==> src/design/pfe_pkg.sv <==
`timescale 1ns / 1ps

package pfe_pkg;

	// Framing bytes and limits
	localparam logic [7:0]  STX_BYTE        = 8'h02;
	localparam logic [7:0]  ETX_BYTE        = 8'h03;
	localparam logic [7:0]  CK_BIAS         = 8'h80;
	localparam int unsigned MAX_FRAME_BYTES = 8192;

	// Descriptor queue between front and back
	localparam int unsigned QUEUE_DEPTH = 4;
	localparam int unsigned QUEUE_AW    = $clog2(QUEUE_DEPTH);

	// Configuration register indexes
	localparam logic [1:0] REG_STX_ETX   = 2'd0;
	localparam logic [1:0] REG_SIZE      = 2'd1;
	localparam logic [1:0] REG_CK_MODE   = 2'd2;
	localparam logic [1:0] REG_HEX       = 2'd3;

	// Checksum modes
	typedef enum logic [1:0] {
		CK_NONE  = 2'd0,
		CK_ZERO  = 2'd1,
		CK_SUM80 = 2'd2,
		CK_NEG   = 2'd3
	} ck_mode_t;

	// Output byte slots of one transaction, in wire order
	localparam int unsigned NUM_SLOTS = 8;
	localparam logic [2:0] SLOT_STX   = 3'd0;
	localparam logic [2:0] SLOT_LENLO = 3'd1;
	localparam logic [2:0] SLOT_LENHI = 3'd2;
	localparam logic [2:0] SLOT_DHI   = 3'd3;
	localparam logic [2:0] SLOT_DLO   = 3'd4;
	localparam logic [2:0] SLOT_CKHI  = 3'd5;
	localparam logic [2:0] SLOT_CKLO  = 3'd6;
	localparam logic [2:0] SLOT_ETX   = 3'd7;

	// One classified transaction
	typedef struct packed {
		logic [7:0]           data;
		logic [15:0]          len;
		logic [7:0]           ck;
		logic                 hex;
		logic                 last;
		logic [NUM_SLOTS-1:0] slots;
	} desc_t;

	// Uppercase ASCII hex digit of a nibble
	function automatic logic [7:0] hex_digit(input logic [3:0] nib);
		if (nib < 4'd10) begin
			return 8'h30 + {4'd0, nib};
		end else begin
			return 8'h37 + {4'd0, nib};
		end
	endfunction

endpackage

==> src/design/pfe_front.sv <==
`timescale 1ns / 1ps

module pfe_front import pfe_pkg::*; (
	input  logic        clk,
	input  logic        arst_n,
	input  logic        cfg_we,
	input  logic [1:0]  cfg_index,
	input  logic [1:0]  cfg_data,
	input  logic        accept,
	input  logic [7:0]  payload_byte,
	input  logic [13:0] frame_length,
	input  logic        first_of_frame,
	input  logic        last_of_frame,
	output desc_t       desc
);

	logic     stx_en_q;
	logic     size_en_q;
	ck_mode_t ck_mode_q;
	logic     hex_q;
	logic [7:0] sum_q;

	logic [7:0]  sum_new;
	logic [15:0] len_sat;
	logic        ck_on;

	// Configuration registers
	always_ff @(posedge clk or negedge arst_n) begin
		if (!arst_n) begin
			stx_en_q  <= 1'b0;
			size_en_q <= 1'b1;
			ck_mode_q <= CK_SUM80;
			hex_q     <= 1'b0;
		end else if (cfg_we) begin
			case (cfg_index)
				REG_STX_ETX: stx_en_q  <= cfg_data[0];
				REG_SIZE:    size_en_q <= cfg_data[0];
				REG_CK_MODE: ck_mode_q <= ck_mode_t'(cfg_data);
				REG_HEX:     hex_q     <= cfg_data[0];
				default:     ;
			endcase
		end
	end

	// Running sum restarts on the first byte of a frame
	assign sum_new = (first_of_frame ? 8'd0 : sum_q) + payload_byte;

	always_ff @(posedge clk or negedge arst_n) begin
		if (!arst_n) begin
			sum_q <= 8'd0;
		end else if (accept) begin
			sum_q <= sum_new;
		end
	end

	// Length field saturates at the frame limit
	assign len_sat = ({2'b00, frame_length} > 16'(MAX_FRAME_BYTES)) ?
		16'(MAX_FRAME_BYTES) : {2'b00, frame_length};

	assign ck_on = (ck_mode_q != CK_NONE);

	// Classify the transaction into the byte slots it produces
	always_comb begin
		desc.data = payload_byte;
		desc.len  = len_sat;
		desc.hex  = hex_q;
		desc.last = last_of_frame;
		case (ck_mode_q)
			CK_SUM80: desc.ck = CK_BIAS + sum_new;
			CK_NEG:   desc.ck = 8'd0 - sum_new;
			default:  desc.ck = 8'd0;
		endcase
		desc.slots             = '0;
		desc.slots[SLOT_STX]   = first_of_frame & stx_en_q;
		desc.slots[SLOT_LENLO] = first_of_frame & size_en_q;
		desc.slots[SLOT_LENHI] = first_of_frame & size_en_q;
		desc.slots[SLOT_DHI]   = hex_q;
		desc.slots[SLOT_DLO]   = 1'b1;
		desc.slots[SLOT_CKHI]  = last_of_frame & ck_on & hex_q;
		desc.slots[SLOT_CKLO]  = last_of_frame & ck_on;
		desc.slots[SLOT_ETX]   = last_of_frame & stx_en_q;
	end

endmodule

==> src/design/pfe_queue.sv <==
`timescale 1ns / 1ps

module pfe_queue import pfe_pkg::*; (
	input  logic  clk,
	input  logic  arst_n,
	input  logic  push,
	input  desc_t push_desc,
	output logic  full,
	input  logic  pop,
	output logic  empty,
	output desc_t head
);

	desc_t               mem_q [QUEUE_DEPTH];
	logic [QUEUE_AW-1:0] wr_ptr_q;
	logic [QUEUE_AW-1:0] rd_ptr_q;
	logic [QUEUE_AW:0]   count_q;

	assign full  = (count_q == (QUEUE_AW+1)'(QUEUE_DEPTH));
	assign empty = (count_q == '0);
	assign head  = mem_q[rd_ptr_q];

	// Storage
	always_ff @(posedge clk) begin
		if (push) begin
			mem_q[wr_ptr_q] <= push_desc;
		end
	end

	// Pointers and fill count
	always_ff @(posedge clk or negedge arst_n) begin
		if (!arst_n) begin
			wr_ptr_q <= '0;
			rd_ptr_q <= '0;
			count_q  <= '0;
		end else begin
			if (push) begin
				wr_ptr_q <= wr_ptr_q + 1'b1;
			end
			if (pop) begin
				rd_ptr_q <= rd_ptr_q + 1'b1;
			end
			case ({push, pop})
				2'b10:   count_q <= count_q + 1'b1;
				2'b01:   count_q <= count_q - 1'b1;
				default: ;
			endcase
		end
	end

endmodule

==> src/design/pfe_back.sv <==
`timescale 1ns / 1ps

module pfe_back import pfe_pkg::*; (
	input  logic       clk,
	input  logic       arst_n,
	input  logic       empty,
	input  desc_t      head,
	output logic       pop,
	output logic       out_valid,
	input  logic       out_ready,
	output logic [7:0] out_byte,
	output logic       run_end,
	output logic       frame_end
);

	logic [NUM_SLOTS-1:0] sent_q;
	logic                 out_valid_q;
	logic [7:0]           out_byte_q;
	logic                 run_end_q;
	logic                 frame_end_q;

	logic [NUM_SLOTS-1:0] rem;
	logic [NUM_SLOTS-1:0] sel;
	logic [2:0]           sel_idx;
	logic [7:0]           byte_nxt;
	logic                 last_slot;
	logic                 load;

	// Slots still to send for the head transaction, lowest first
	assign rem = head.slots & ~sent_q;

	always_comb begin
		sel_idx = SLOT_ETX;
		for (int i = NUM_SLOTS - 1; i >= 0; i--) begin
			if (rem[i]) begin
				sel_idx = 3'(i);
			end
		end
	end

	assign sel       = rem & (~rem + 1'b1);
	assign last_slot = ((rem & ~sel) == '0);
	assign load      = !empty && (!out_valid_q || out_ready);
	assign pop       = load && last_slot;

	// Byte for the chosen slot
	always_comb begin
		case (sel_idx)
			SLOT_STX:   byte_nxt = STX_BYTE;
			SLOT_LENLO: byte_nxt = head.len[7:0];
			SLOT_LENHI: byte_nxt = head.len[15:8];
			SLOT_DHI:   byte_nxt = hex_digit(head.data[7:4]);
			SLOT_DLO:   byte_nxt = head.hex ? hex_digit(head.data[3:0]) : head.data;
			SLOT_CKHI:  byte_nxt = hex_digit(head.ck[7:4]);
			SLOT_CKLO:  byte_nxt = head.hex ? hex_digit(head.ck[3:0]) : head.ck;
			SLOT_ETX:   byte_nxt = ETX_BYTE;
			default:    byte_nxt = ETX_BYTE;
		endcase
	end

	// Progress through the head transaction
	always_ff @(posedge clk or negedge arst_n) begin
		if (!arst_n) begin
			sent_q <= '0;
		end else if (load) begin
			sent_q <= last_slot ? '0 : (sent_q | sel);
		end
	end

	// Output register
	always_ff @(posedge clk or negedge arst_n) begin
		if (!arst_n) begin
			out_valid_q <= 1'b0;
		end else if (!out_valid_q || out_ready) begin
			out_valid_q <= !empty;
		end
	end

	always_ff @(posedge clk) begin
		if (load) begin
			out_byte_q  <= byte_nxt;
			run_end_q   <= last_slot;
			frame_end_q <= last_slot & head.last;
		end
	end

	assign out_valid = out_valid_q;
	assign out_byte  = out_byte_q;
	assign run_end   = run_end_q;
	assign frame_end = frame_end_q;

endmodule

==> src/design/packet_frame_encoder.sv <==
`timescale 1ns / 1ps
// Packet frame encoder: turns payload bytes into a framed wire byte stream.
// Input channel (in_valid/in_ready) takes one payload byte per transaction,
// with its frame marks and the frame length (read on the first byte).
// Output channel (out_valid/out_ready) gives one wire byte per transaction;
// run_end marks the last byte caused by an input, frame_end the last byte
// of a frame. Registers are written through cfg_we/cfg_index/cfg_data and
// take effect on the next input; write them only while the block is idle.
// The input's descriptor is written into the queue, then the back end loads
// its first wire byte into the output register. Each input yields 1 to 8
// wire bytes, one byte per cycle while out_ready is high: two bytes per
// payload byte in hex mode, one in raw, plus header/trailer at frame edges.
// The output byte rate sets throughput. A 4-entry descriptor queue lets
// inputs keep arriving while the output drains or is stalled; in_ready
// drops only when that queue is full. When the receiver stalls, the output
// byte holds. Reset empties the queue, clears the running checksum and
// loads the register defaults (no STX/ETX, length on, sum+0x80, raw).

module packet_frame_encoder import pfe_pkg::*; (
	input  logic        clk,
	input  logic        arst_n,
	input  logic        cfg_we,
	input  logic [1:0]  cfg_index,
	input  logic [1:0]  cfg_data,
	input  logic        in_valid,
	output logic        in_ready,
	input  logic [7:0]  payload_byte,
	input  logic [13:0] frame_length,
	input  logic        first_of_frame,
	input  logic        last_of_frame,
	output logic        out_valid,
	input  logic        out_ready,
	output logic [7:0]  out_byte,
	output logic        run_end,
	output logic        frame_end
);

	desc_t front_desc;
	desc_t head_desc;
	logic  accept;
	logic  q_full;
	logic  q_empty;
	logic  q_pop;

	assign in_ready = !q_full;
	assign accept   = in_valid && in_ready;

	// Classification and checksum
	pfe_front u_front (
		.clk            (clk),
		.arst_n         (arst_n),
		.cfg_we         (cfg_we),
		.cfg_index      (cfg_index),
		.cfg_data       (cfg_data),
		.accept         (accept),
		.payload_byte   (payload_byte),
		.frame_length   (frame_length),
		.first_of_frame (first_of_frame),
		.last_of_frame  (last_of_frame),
		.desc           (front_desc)
	);

	// Descriptor queue
	pfe_queue u_queue (
		.clk       (clk),
		.arst_n    (arst_n),
		.push      (accept),
		.push_desc (front_desc),
		.full      (q_full),
		.pop       (q_pop),
		.empty     (q_empty),
		.head      (head_desc)
	);

	// Byte sequencer and output register
	pfe_back u_back (
		.clk       (clk),
		.arst_n    (arst_n),
		.empty     (q_empty),
		.head      (head_desc),
		.pop       (q_pop),
		.out_valid (out_valid),
		.out_ready (out_ready),
		.out_byte  (out_byte),
		.run_end   (run_end),
		.frame_end (frame_end)
	);

endmodule
==> config.mk <==
export PLATFORM = sky130hd
export DESIGN_NAME = packet_frame_encoder
export DESIGN_NICKNAME = d
export VERILOG_FILES = /design/src/design/pfe_pkg.sv /design/src/design/pfe_front.sv /design/src/design/pfe_queue.sv /design/src/design/pfe_back.sv /design/src/design/packet_frame_encoder.sv
export SDC_FILE = /design/constraint.sdc
export NUM_CORES = 1
export LEC_CHECK = 0
export ABC_AREA = 1
export BUFFER_PORTS_ARGS = -buffer_cell sky130_fd_sc_hd__buf_2
export CAP_MARGIN = 25
export CORE_AREA = 2 2 208 210
export CTS_BUF_LIST = sky130_fd_sc_hd__clkbuf_16
export DETAILED_ROUTE_END_ITERATION = 16
export DIE_AREA = 0 0 210 212
export SLEW_MARGIN = 15
export SYNTH_ARGS = -nofsm -noshare
export SYNTH_HDL_FRONTEND = slang
export SYNTH_HIERARCHICAL = 1
export SYNTH_SLANG_ARGS = --single-unit
==> constraint.sdc <==
create_clock -name clk -period 4.45 [get_ports clk]
set_clock_uncertainty 0.1 [all_clocks]
set_input_delay 0.89 -clock clk [delete_from_list [all_inputs] [get_ports clk]]
set_output_delay 0.89 -clock clk [all_outputs]
set_load 0.01 [all_outputs]
* After elaboration in Yosys (flattened, before gate mapping) *
Memory sizes are Yosys's and may differ from the RTL's.
Index checks and enable logic that the tools add are counted.

operators by class
  add/sub/neg operators = 16
  order comparisons = 5
  eq/ne operators = 15
  mux-type cells = 21
  bitwise operators = 13
  reduce and logical (&&, ||, !) cells = 17

operators by type and width
  kind                                                                    number
  8-bit 2-to-1 mux                                                        8
  8-bit one-hot mux with 8 select lines                                   1
  6-bit by 4-bit adder with 7-bit output (first input constant)           8
  8-bit bitwise AND                                                       3
  8-bit NOT                                                               3
  3-bit 2-to-1 mux                                                        6
  4-bit less-than comparator (second input constant)                      4
  8-bit one-hot mux with 2 select lines                                   1
  3-bit equality test (second input constant)                             5
  14-bit greater-than comparator (second input constant)                  1
  14-bit 2-to-1 mux                                                       1
  2-bit equality test (second input constant)                             5
  8-bit by 1-bit adder with 8-bit output (second input constant)          1
  8-bit adder                                                             1
  8-bit adder (first input constant)                                      1
  8-bit logical NOT                                                       1
  8-bit bitwise OR                                                        1
  2-bit AND reduction                                                     4
  1-bit by 8-bit subtractor with 8-bit output (first input constant)      1
  1-bit bitwise AND                                                       6
  3-bit by 2-bit equality test with 1-bit output (second input constant)  2
  3-bit logical NOT                                                       2
  3-bit one-hot mux with 2 select lines                                   1
  2-bit by 1-bit adder with 2-bit output (second input constant)          2
  10 further kinds                                                        18

storage, ports and cells
  register bits = 39
  memory bits (writable) = 156
  input port bits = 33
  output and inout port bits = 12
  word-level logic and storage cells = 101
  memories kept = 1

memory list
  memory         words  bits a word  rd ports  clocked after Yosys merged registers in  wr ports  line             text
  u_queue.mem_q  4      39           1         0                                        1         pfe_queue.sv:14  desc_t mem_q [QUEUE_DEPTH];

* Logic depth before layout (Yosys ltp) *
Gate-level depths: netlist of the first run.

  word-level depth = 11
  gate-level depth with buffers = 23
  depth with buffers taken out = 21

* Cells and area by module *
Netlist of the first run, hierarchy kept.

by module, submodules not included
  module                times used  cells an instance  area an instance (um2)  seq. area each (um2)
  pfe_queue             1           539                7158.1                  5220.0
  pfe_back              1           260                1739.2                  525.5
  pfe_front             1           236                1495.2                  327.8
  packet_frame_encoder  1           3                  13.8                    0.0

* Least setup slack after synthesis of the first run *
OpenSTA, ideal clock, no wires.

  kind = input -> register
  from = input first_of_frame
  to = memory u_queue/mem_q[0][16] (netlist name) (data pin)
  arrival time = 2584 ps
  data required time = 4088 ps
  slack = 1504 ps
  cell stages on the path = 13
  path buffers = 1
  path through = buf_4 nor2_1 ha_1 inv_1 fa_1 ha_1 inv_1 nor2_1 nand2_2 nor2_2 nand2_2 a21oi_1 nor2_1

between the ends
  cells in the longest elaborated chain, start to end = 4
  elaborated cells between the ends (all ways) = 5
  those cells by class = add/sub: 3; mux: 2

ends and longest elaborated chain
  what                                                                               line                              text
  from (decl)                                                                        packet_frame_encoder.sv:29        input logic first_of_frame,
  8-bit 2-to-1 mux (*)                                                               pfe_front.sv:46                   assign sum_new = (first_of_frame ? 8'd0 : sum_q) + payload_byte;
  8-bit adder (*)                                                                    pfe_front.sv:46
  1-bit by 8-bit subtractor with 8-bit output / 8-bit adder (equally long branches)  pfe_front.sv:70, pfe_front.sv:69
  8-bit one-hot mux with 2 select lines (*)                                          pfe_front.sv:68                   case (ck_mode_q)
  to (decl)                                                                          pfe_queue.sv:14

Mark *: on every way between the ends. The rest lies on a longest branch, timed or not.

==> results of run 1 <==
-- synthesized netlist by cell type (2+ instances only) --
cell | count | area, sq um
buf_2 | 18 | 90.09
buf_4 | 17 | 127.6
dfrtp_1 | 27 | 675.7
nor2_4 | 4 | 45.04
dfstp_2 | 2 | 52.55
o21ai_0 | 29 | 145.1
buf_6 | 13 | 146.4
nor2_2 | 11 | 68.82
conb_1 | 2 | 7.510
ha_1 | 17 | 212.7
nand3_2 | 7 | 70.07
o21ai_1 | 5 | 25.02
nand4_1 | 7 | 43.79
fa_1 | 2 | 40.04
o21a_1 | 2 | 15.01
nand2_1 | 253 | 949.7
nand3_1 | 36 | 180.2
edfxtp_1 | 178 | 5345
inv_2 | 12 | 45.04
o21bai_1 | 2 | 15.01
nand2_4 | 10 | 112.6
clkbuf_1 | 3 | 11.26
nand2_2 | 13 | 81.33
inv_1 | 183 | 686.9
and2_1 | 2 | 12.51
o211ai_2 | 11 | 137.6
o211ai_1 | 74 | 555.5
xor2_1 | 6 | 52.55
nor3_1 | 5 | 25.02
a21oi_1 | 24 | 120.1
nor2_1 | 46 | 172.7
a31oi_1 | 3 | 18.77
-- kinds of logic (layout without fill, tap and decap cells) --
| group | count (synthesis) | after routing |
|---|---|---|
| other cells | 2 | 3 |
| simple gates | 400 | 400 |
| flops | 207 | 207 |
| fa+ha+maj | 19 | 19 |
| mux | 1 | 1 |
| compound gates | 154 | 154 |
| xor+xnor | 7 | 7 |
| buf+inv | 248 | 295 |
-- stage by stage --
| step | hold slack, ns | instance area, sq um | util [%] |
|---|---|---|---|
| 2_1_floorplan | 0.3530 | 10410 | - |
| 3_3_place_gp | 0.3679 | 11030 | 25.95 |
| 3_5_place_dp | 0.3783 | 11030 | 25.95 |
| 4_1_cts | 0.3657 | 11750 | 27.65 |
| 5_1_grt | 0.4064 | 11750 | 27.65 |
| 6_report | 0.3414 | 11750 | 27.65 |
-- flip-flops by register name, summed over array words and instances, names as in the netlist --
signal,count
u_queue/wr_ptr_q,2
u_queue/count_q,3
u_front/hex_q,1
u_front/stx_en_q,1
u_queue/rd_ptr_q,2
u_back/out_byte,8
u_back/frame_end,1
u_back/run_end,1
u_queue/mem_q,168
u_back/out_valid,1
u_front/ck_mode_q,2
u_front/sum_q,8
u_back/sent_q,8
u_front/size_en_q,1
-- layout make-up --
type / instances / area, sq um / share of cell area (%)
flip-flops and latches: 207 / 6077 / 51.71
well taps: 546 / 683.2 / 5.813
inverters: 197 / 742.0 / 6.313
repair buffers: 56 / 310.3 / 2.640
multi-input cells: 584 / 3219 / 27.39
clock buffers: 23 / 575.6 / 4.897
clock inverters: 19 / 145.1 / 1.235
-- layer usage --
layer | vias to the layer above | part of all wire, %
met5 | - | 0
met4 | 0 | 2.4
met3 | 37 | 4.2
met2 | 141 | 48
met1 | 3253 | 46
li1 | 3464 | -
-- path summary, 6_finish.rpt --
kind                                                      start                              end  slack (ns)  depth (start not counted)
worst max-delay path            u_queue/rd_ptr_q[0]$_DFFE_PN0P_   u_queue/count_q[2]$_DFFE_PN0P_        1.24                         19
worst min-delay path                                     arst_n     u_back/sent_q[0]$_DFFE_PN0P_        0.34                          1
worst max register to register  u_queue/rd_ptr_q[0]$_DFFE_PN0P_   u_queue/count_q[2]$_DFFE_PN0P_        1.24                         19
worst min register to register     u_front/sum_q[7]$_DFFE_PN0P_     u_front/sum_q[7]$_DFFE_PN0P_        0.40                          2
max in group asynchronous                                arst_n  u_queue/rd_ptr_q[0]$_DFFE_PN0P_        3.36                          1
min in group clk                   u_front/sum_q[7]$_DFFE_PN0P_     u_front/sum_q[7]$_DFFE_PN0P_        0.40                          2
-- power by group through the flow --
stage	registers, uW	logic (uW)	clock network (uW)
global route	3030	4030	1940
CTS	2970	3610	1870
global placement	3000	3530	0
detailed placement	3010	3600	0
floorplan	2910	2810	0
finish	2960	3560	1820
==> qor.yml, run 1 <==
global_routing:
  grt_use_total_pct: 10.19
  antenna_found_initial: 0
  grt_overflow: 0
  met2_usage_pct: 17.70
  use_met1_pct: 13.14
  top_usage_layer: "met2"
  use_met3_pct: 1.315
  grt_pass1_wl_microns: 35890
  grt_start_max_net_pins: 65
  grt_pass1_vias: 6658
clocking:
  postCtsHoldBufs: 0
  post_cts_buffers: 0
  cts_buffer_depth: 3
  cts_max_level: 1
  cts_sinks: 207
  insertion_delay_ns: 0.52
  clockRootBuffer: "clkbuf_16"
  path_clk_slew_ns: 0.06
  cts-resized-gates: 0
  cts_buffers: 23
  cts_tree: "done"
routing:
  drt-total-wl_microns: 22610
  wire_per_inst_microns: 13.85
  drt-pass1-iter-count: 5
  ant_nets: 0
  drc: 0
  drt-initial-drc-count: 356
  vias: 6895
  avgViaCountPerCell: 4.225
outcome:
  status: "complete, no violations"
cells_and_area:
  final_cell_mix: "nand2_1, inv_1, edfxtp_1"
  finalNetCount: 1121
  drive_above_1_share_pct: 15.38
  nFillCells: 4321
  syn_to_final_growth_pct: 12.94
  final_common_cell: "nand2_1"
  finalNonFillerCells: 1632
  diodes: 0
logic_synthesis:
  yosysWarnings: 6
  synth_simple_gate_area_share_pct: 17.49
  synth-seq-cells: 207
  yosys.area_share.adder_pct: 2.429
  async_flop_share_pct: 14.01
  synthXorXnorAreaFrac_pct: 0.5892
  synth_top_family_by_area: "simple AND/OR/NAND/NOR gates"
  yosysSeqAreaShare_pct: 58.36
  synth_compound_area_share_pct: 10.21
  muxShareOfSynthArea_pct: 0.1082
  synth_enable_flop_cells: 178
  ys_types: 46
  synth_flop_cell: "edfxtp_1"
  netlist_area_sq_mm: 0.01041
  syn_area_per_cell_sq_um: 10.03
  syn_inst: 1038
power:
  p_leak_uw: 0.005027
  comb_power_share_pct: 42.7
  seqPwrFrac_pct: 35.5
  switching_share_pct: 41.57
  p_sw_uw: 3470
  power.density_mw_per_mm2: 710.2
  clockPowerShare_pct: 21.8
  peakVddDrop_v: 0.0002570
  p_total_uw: 8347
  internal_power_uw: 4877
placed_design:
  dpl.cell_count: 1590
  dp_slack_ns: 1.214
  globalplace.congestion: 0.8416
  dp_hpwl_microns: 15280
  port_buffers: 44
setup_path:
  start_kind: "flop"
  worst_path_most_repeated_cell: "nand2_1"
  cp.required_ns: 4.75
  crit_chain: "nand2_1 > o211ai_1 > nand2_1 > nand2_4 > nand2_2 > nor2_4 > nand2_4 > nand2_4 > nand2_4 > nor2_8 > inv_4 > nor2_2 > ha_1 > inv_1 > fa_1 > nand2_1 > nand3_1 > nand2_1 > nand2_1"
  crit_arrival_ns: 3.51
  cp_max_fo: 56
  cp_slowest_stage_delay_ns: 0.78
  crit_type: "reg -> reg"
  crit_slowest_cell: "dfrtp_4"
  crit_family: "simple AND/OR/NAND/NOR gates"
  end_kind: "flop"
  critical_path_buf_inv_count: 2
floorplan:
  start_util_pct: 24.48
  rows: 76
  io_pins: 45
  die_h_microns: 212
  die_w_microns: 210
  core-area_sq_mm: 0.04251
  die-area_sq_mm: 0.04452
sta:
  fmax_mhz: 311.6
  fin_crit_sh_pct: 72.13
  rsz0062_at_grt: "false"
  setup_viol_count_final: 0
  finalSetupTns_ns: 0
  min_period_ns: 3.210
  hold_viol_final: 0
  drv_slew: 0
  maxSlewHeadroom_pct: 47.23
  timing.final.ws_setup_ns: 1.240
  tightestPinTransition_ns: 0.7904
min_path:
  hold_path_class: "in -> async"
job:
  drv_cap: 0
Note: power is estimated with default switching activity, not from simulation.
==> inputs of run 2 (changes only) <==
==> constraint.sdc (replaced) <==
create_clock -name clk -period 2.8 [get_ports clk]
set_clock_uncertainty 0.1 [all_clocks]
set_input_delay 0.56 -clock clk [delete_from_list [all_inputs] [get_ports clk]]
set_output_delay 0.56 -clock clk [all_outputs]
set_load 0.01 [all_outputs]
==> qor.yml, run 2 (synthesis results as in run 1) <==
cells_and_area:
  post-route-cell-area_sq_mm: 0.01221
  drive_above_1_share_pct: 19.55
  syn_to_final_growth_pct: 17.35
  diodes: 0
  final_cell_mix: "nand2_1, edfxtp_1, inv_1"
  final_common_cell: "nand2_1"
  largest_reg_flops: 168
  finalNetCount: 1156
  top_register: "u_queue/mem_q"
floorplan:
  io_pins: 45
  die_h_microns: 212
  die-area_sq_mm: 0.04452
  die_w_microns: 210
  start_util_pct: 24.48
  rows: 76
  core-area_sq_mm: 0.04251
routing:
  vias: 7042
  wire_per_inst_microns: 13.61
  avgViaCountPerCell: 4.227
  drt-initial-drc-count: 411
  drc: 0
  drt-total-wl_microns: 22680
  ant_nets: 0
  drt-pass1-iter-count: 5
setup_path:
  crit_chain: "clkbuf_16 > o211ai_1 > nand2_1 > nand2_2 > nand2_4 > nor2_4 > nand2_2 > nand2_4 > nand2_4 > nor2_8 > inv_4 > nor2_4 > ha_4 > inv_4 > fa_2 > nand2_2 > nand3_1 > nand2_1 > nand2_1"
  crit_slowest_cell: "dfrtp_4"
  end_kind: "flop"
  critical_path.startpoint: "u_queue/rd_ptr_q[0]$_DFFE_PN0P_"
  cp_slowest_stage_delay_ns: 0.51
  crit_arrival_ns: 3.09
  critical_path_buf_inv_count: 3
  start_kind: "flop"
  crit_type: "reg -> reg"
  r2r-start: "u_queue/rd_ptr_q[0]$_DFFE_PN0P_"
  crit_family: "simple AND/OR/NAND/NOR gates"
  cp_max_fo: 7
  cp.required_ns: 3.10
global_routing:
  top_usage_layer: "met2"
  grt_overflow: 0
  grt_pass1_vias: 6873
  grt_pass1_wl_microns: 35850
  antenna_found_initial: 1
  use_met1_pct: 12.73
  grt_start_max_net_pins: 77
  met2_usage_pct: 18.13
  grt_use_total_pct: 10.19
  use_met3_pct: 1.388
placed_design:
  dp_hpwl_microns: 15780
  globalplace.congestion: 0.8643
  postPlaceCellArea_sq_mm: 0.01124
  port_buffers: 44
  dp_slack_ns: -0.05261
power:
  seqPwrFrac_pct: 32.4
  peakVddDrop_v: 0.0004225
  p_sw_uw: 5709
  comb_power_share_pct: 46.0
  internal_power_uw: 8616
  power.density_mw_per_mm2: 1173
  clockPowerShare_pct: 21.6
  p_leak_uw: 0.005255
  switching_share_pct: 39.85
min_path:
  hold_path_class: "in -> async"
sta:
  fmax_mhz: 358.8
  hold_viol_final: 0
  min_period_ns: 2.787
  tightestPinTransition_ns: 0.7684
  fin_crit_sh_pct: 99.53
  timing.final.ws_setup_ns: 0.01304
  setup_viol_count_final: 0
  rsz0062_at_grt: "true"
  drv_slew: 0
  maxSlewHeadroom_pct: 48.78
clocking:
  cts_sinks: 207
  cts_max_level: 1
  cts_buffer_depth: 3
  cts_tree: "done"
  insertion_delay_ns: 0.51
  cts_buffers: 22
  path_clk_slew_ns: 0.06
  clockRootBuffer: "clkbuf_16"
outcome:
  status: "complete, no violations"
job:
  drv_cap: 0
==> run 2: changes by cell type in the layout (fill, tap and decap cells not counted), sizes merged <==
cell and delta:
buf +35, inv -4, bufinv +3, clkbuf +1, clkinvlp -1
==> run 2: power groups by stage <==
stage          sequential, uW  clock, uW  combinational, uW
6_report                 4640       3090               6590
5_1_grt                  4720       3300               7370
4_1_cts                  4640       3170               6300
3_5_place_dp             4750          0               6150
3_3_place_gp             4750          0               6010
2_1_floorplan            4630          0               4520
==> run 2: path summary, 6_finish.rpt <==
kind / slack [ns] / cells past startpoint / endpoint
min reg2reg: 0.39 / 2 / u_front/sum_q[3]$_DFFE_PN0P_
max in group asynchronous: 2.01 / 1 / u_queue/rd_ptr_q[0]$_DFFE_PN0P_
max reg2reg: 0.01 / 19 / u_queue/count_q[2]$_DFFE_PN0P_
min in group clk: 0.19 / 2 / u_front/ck_mode_q[1]$_DFFE_PN1P_
min: 0.03 / 1 / u_back/sent_q[7]$_DFFE_PN0P_
max: 0.01 / 19 / u_queue/count_q[2]$_DFFE_PN0P_
==> run 2: layer usage <==
metal | wire [microns] | share of wire, %
met5 | 13 | 0.057
met4 | 552 | 2.4
met3 | 859 | 3.8
met2 | 11200 | 49
met1 | 10050 | 44
==> run 2: through the flow <==
| step | hold slack (ns) | instances | power (uW) | util [%] | setup TNS (ns) |
|---|---|---|---|---|---|
| finish | 0.02819 | 1666 | 14330 | 28.73 | 0 |
| global route | 0.08286 | 1666 | 15390 | 28.73 | -0.2187 |
| CTS | 0.05064 | 1655 | 14110 | 28.37 | 0 |
| detailed placement | 0.3790 | 1613 | 10900 | 26.45 | -0.3908 |
| global placement | 0.3721 | 1612 | 10750 | 26.40 | -0.09938 |
| floorplan | 0.1644 | 1039 | 9141 | - | -0.0005738 |
==> run 2: timing repair <==
action                     in CTS  in global routing
hold buffers                    0                  0
buffers inserted                2                 10
setup endpoints to repair       2                  6
pin swaps                       0                 15
gates resized for setup         2                 17
cloned                          0                  1
==> run 2: final cells by class <==
cell class,count,area (sq um)
Clock inverter,17,202.7
Sequential cell,207,6078
Timing Repair Buffer,92,639.4
Tap cell,546,683.2
Multi-Input combinational cell,584,3284
Fill cell,4303,30290
Clock buffer,23,575.6
Inverter,197,748.2
==> inputs of run 3 (changes only) <==
--- a/config.mk
+++ b/config.mk
@@ -5,13 +5,12 @@
 export SDC_FILE = /design/constraint.sdc
 export NUM_CORES = 1
 export LEC_CHECK = 0
-export ABC_AREA = 1
 export BUFFER_PORTS_ARGS = -buffer_cell sky130_fd_sc_hd__buf_2
 export CAP_MARGIN = 25
-export CORE_AREA = 2 2 208 210
+export CORE_AREA = 2 2 199 201
 export CTS_BUF_LIST = sky130_fd_sc_hd__clkbuf_16
 export DETAILED_ROUTE_END_ITERATION = 16
-export DIE_AREA = 0 0 210 212
+export DIE_AREA = 0 0 201 203
 export SLEW_MARGIN = 15
 export SYNTH_ARGS = -nofsm -noshare
 export SYNTH_HDL_FRONTEND = slang
==> qor.yml, run 3 <==
global_routing:
  grt_overflow: 0
  grt_use_total_pct: 10.15
  grt_pass1_vias: 5765
  antenna_found_initial: 0
  grt_start_max_net_pins: 43
  grt_pass1_wl_microns: 32620
sta:
  tightestPinTransition_ns: 0.7661
  finalSetupTns_ns: -0.6138
  drv_slew: 0
  hold_ws_ns: 0.01456
  timing.final.ws_setup_ns: -0.3733
  setup_viol_count_final: 2
  rsz0062_at_grt: "true"
  min_period_ns: 3.173
  hold_viol_final: 0
  fmax_mhz: 315.1
  fin_crit_sh_pct: 113.3
  maxSlewHeadroom_pct: 48.93
power:
  power.density_mw_per_mm2: 1155
  comb_power_share_pct: 44.4
  peakVddDrop_v: 0.0005512
  clockPowerShare_pct: 22.0
  seqPwrFrac_pct: 33.6
  p_leak_uw: 0.004350
  internal_power_uw: 9064
  p_sw_uw: 4747
  switching_share_pct: 34.37
setup_path:
  cp_slowest_stage_delay_ns: 0.54
  crit_chain: "mux4_2 > nor2b_4 > buf_6 > nor4_4 > a21oi_2 > a211oi_2 > and2_4 > ha_4 > inv_2 > fa_2 > xor2_1 > nor2_1 > xor2_1"
  worst_path_most_repeated_cell: "xor2_1"
  crit_arrival_ns: 3.51
  cp_max_fo: 4
  end_kind: "flop"
  cp.required_ns: 3.13
  r2r-start: "u_queue/rd_ptr_q[0]$_DFFE_PN0P_"
  start_kind: "flop"
  crit_type: "reg -> reg"
  rr_worst_depth: 13
  regToRegSetupSlack_ns: -0.37
  r2r_end: "u_queue/count_q[2]$_DFFE_PN0P_"
  crit_slowest_cell: "mux4_2"
cells_and_area:
  final_cell_mix: "edfxtp_1, buf_4, buf_2"
  top_register: "u_queue/mem_q"
  finalNonFillerCells: 1288
  post-route-cell-area_sq_mm: 0.01195
  drive_above_1_share_pct: 36.23
  syn_to_final_growth_pct: 25.73
  finalNetCount: 804
  largest_reg_flops: 168
  final_common_cell: "edfxtp_1"
  diodes: 0
routing:
  avgViaCountPerCell: 4.373
  drt-total-wl_microns: 21070
  ant_nets: 0
  wire_per_inst_microns: 16.35
  drt-initial-drc-count: 379
  vias: 5632
  drc: 0
  drt-pass1-iter-count: 5
logic_synthesis:
  netlist_area_sq_mm: 0.009507
  syn_area_per_cell_sq_um: 15.33
  synth_area_leaders: "edfxtp_1, mux4_2, dfrtp_1"
  syn_inst: 620
  ys_types: 61
  synth_commonest_cells: "edfxtp_1, mux4_2, nor2b_1"
  synth-seq-cells: 207
  yosysSeqAreaShare_pct: 63.89
  async_flop_share_pct: 14.01
  synth_top_area_share_pct: 56.23
  synth_enable_flop_cells: 178
  synth_top_cell_by_area: "edfxtp_1"
  synth_flop_cell: "edfxtp_1"
  yosysWarnings: 6
  synth_most_common_cell: "edfxtp_1"
placed_design:
  postPlaceCellArea_sq_mm: 0.01087
  port_buffers: 44
  dpl.cell_count: 1231
  globalplace.congestion: 0.8072
  dp_slack_ns: -0.4432
  dp_hpwl_microns: 14530
clocking:
  insertion_delay_ns: 0.51
  cts_sinks: 207
  clockRootBuffer: "clkbuf_16"
  cts_buffers: 24
  cts_tree: "done"
  cts_max_level: 1
  postCtsHoldBufs: 0
  cts_buffer_depth: 3
  path_clk_slew_ns: 0.06
floorplan:
  die_w_microns: 201
  core-area_sq_mm: 0.03847
  die_h_microns: 203
  start_util_pct: 24.71
  io_pins: 45
  die-area_sq_mm: 0.04080
  rows: 72
min_path:
  hold_path_class: "in -> async"
job:
  drv_cap: 0
outcome:
  violations: "setup timing"
  status: "finished, violations left"
## run 3: logic make-up after synthesis
family / after synthesis / synth area share, %
compound gates: 104 / 7.252
xor+xnor: 18 / 1.658
fa+ha+maj: 19 / 2.659
buf+inv: 69 / 4.436
flops: 207 / 63.89
mux: 56 / 11.71
other cells: 2 / 0.07900
simple gates: 145 / 8.318
## run 3: final cells by class
| cell class | instances | area (sq um) |
|---|---|---|
| fillers | 3814 | 26510 |
| flip-flops and latches | 207 | 6076 |
| multi-input cells | 345 | 3232 |
| repair buffers | 142 | 1094 |
| well taps | 518 | 648.1 |
| clock buffers | 25 | 625.6 |
| clock inverters | 19 | 157.7 |
| inverters | 32 | 120.1 |
## run 3: timing repair
action,4_1_cts,5_1_grt
endpoints found under the setup margin,14,21
pin swaps,14,16
setup buffers,7,5
gates cloned,0,1
resized for setup,27,19
## run 3: worst max-delay path by stage
stage | startpoint | endpoint | slack [ns] | cells after the start
2_1_floorplan | u_queue/rd_ptr_q[0]$_DFFE_PN0P_ | u_queue/count_q[2]$_DFFE_PN0P_ | -0.71 | 16
3_3_place_gp | u_queue/rd_ptr_q[0]$_DFFE_PN0P_ | u_queue/count_q[2]$_DFFE_PN0P_ | -0.43 | 13
3_5_place_dp | u_queue/rd_ptr_q[0]$_DFFE_PN0P_ | u_queue/count_q[2]$_DFFE_PN0P_ | -0.44 | 13
4_1_cts | u_queue/rd_ptr_q[0]$_DFFE_PN0P_ | u_queue/count_q[2]$_DFFE_PN0P_ | -0.34 | 15
5_1_grt | u_queue/rd_ptr_q[0]$_DFFE_PN0P_ | u_queue/count_q[2]$_DFFE_PN0P_ | -0.50 | 15
6_report | u_queue/rd_ptr_q[0]$_DFFE_PN0P_ | u_queue/count_q[2]$_DFFE_PN0P_ | -0.37 | 13
## run 3: routing by layer
layer  global-route usage, %  up-vias  share of wire [%]
met4                   2.460        0                1.7
met2                   17.39      108                 49
met3                   1.637       30                3.8
met5                       0        -                  0
met1                   13.46     2854                 45
li1                        -     2640                  -
## run 3: worst max-delay path: cells and delay by family (launching register included)
family,cells,cell delay [ns]
AO/OA/AOI/OAI,2,0.38
XOR/XNOR,2,0.30
adder cells (fa/ha/maj),2,0.45
buffers and inverters,2,0.15
flip-flops,1,0.40
multiplexers,1,0.54
AND/OR/NAND/NOR,4,0.78
## run 3: metrics by stage
| step | utilization, % | total power [uW] |
|---|---|---|
| final | 31.07 | 13810 |
| after CTS | 30.66 | 13720 |
| after detailed placement | 28.26 | 10360 |
| after global placement | 28.26 | 10280 |
| after floorplan | - | 8347 |
| after global routing | 31.07 | 14670 |
## run 3: power by group through the flow
stage               Clock, uW  Combinational [uW]  Sequential (uW)
CTS                      3120                5960             4640
global placement            0                5610             4670
global route             3250                6710             4710
floorplan                   0                3740             4610
finish                   3040                6140             4640
detailed placement          0                5670             4690
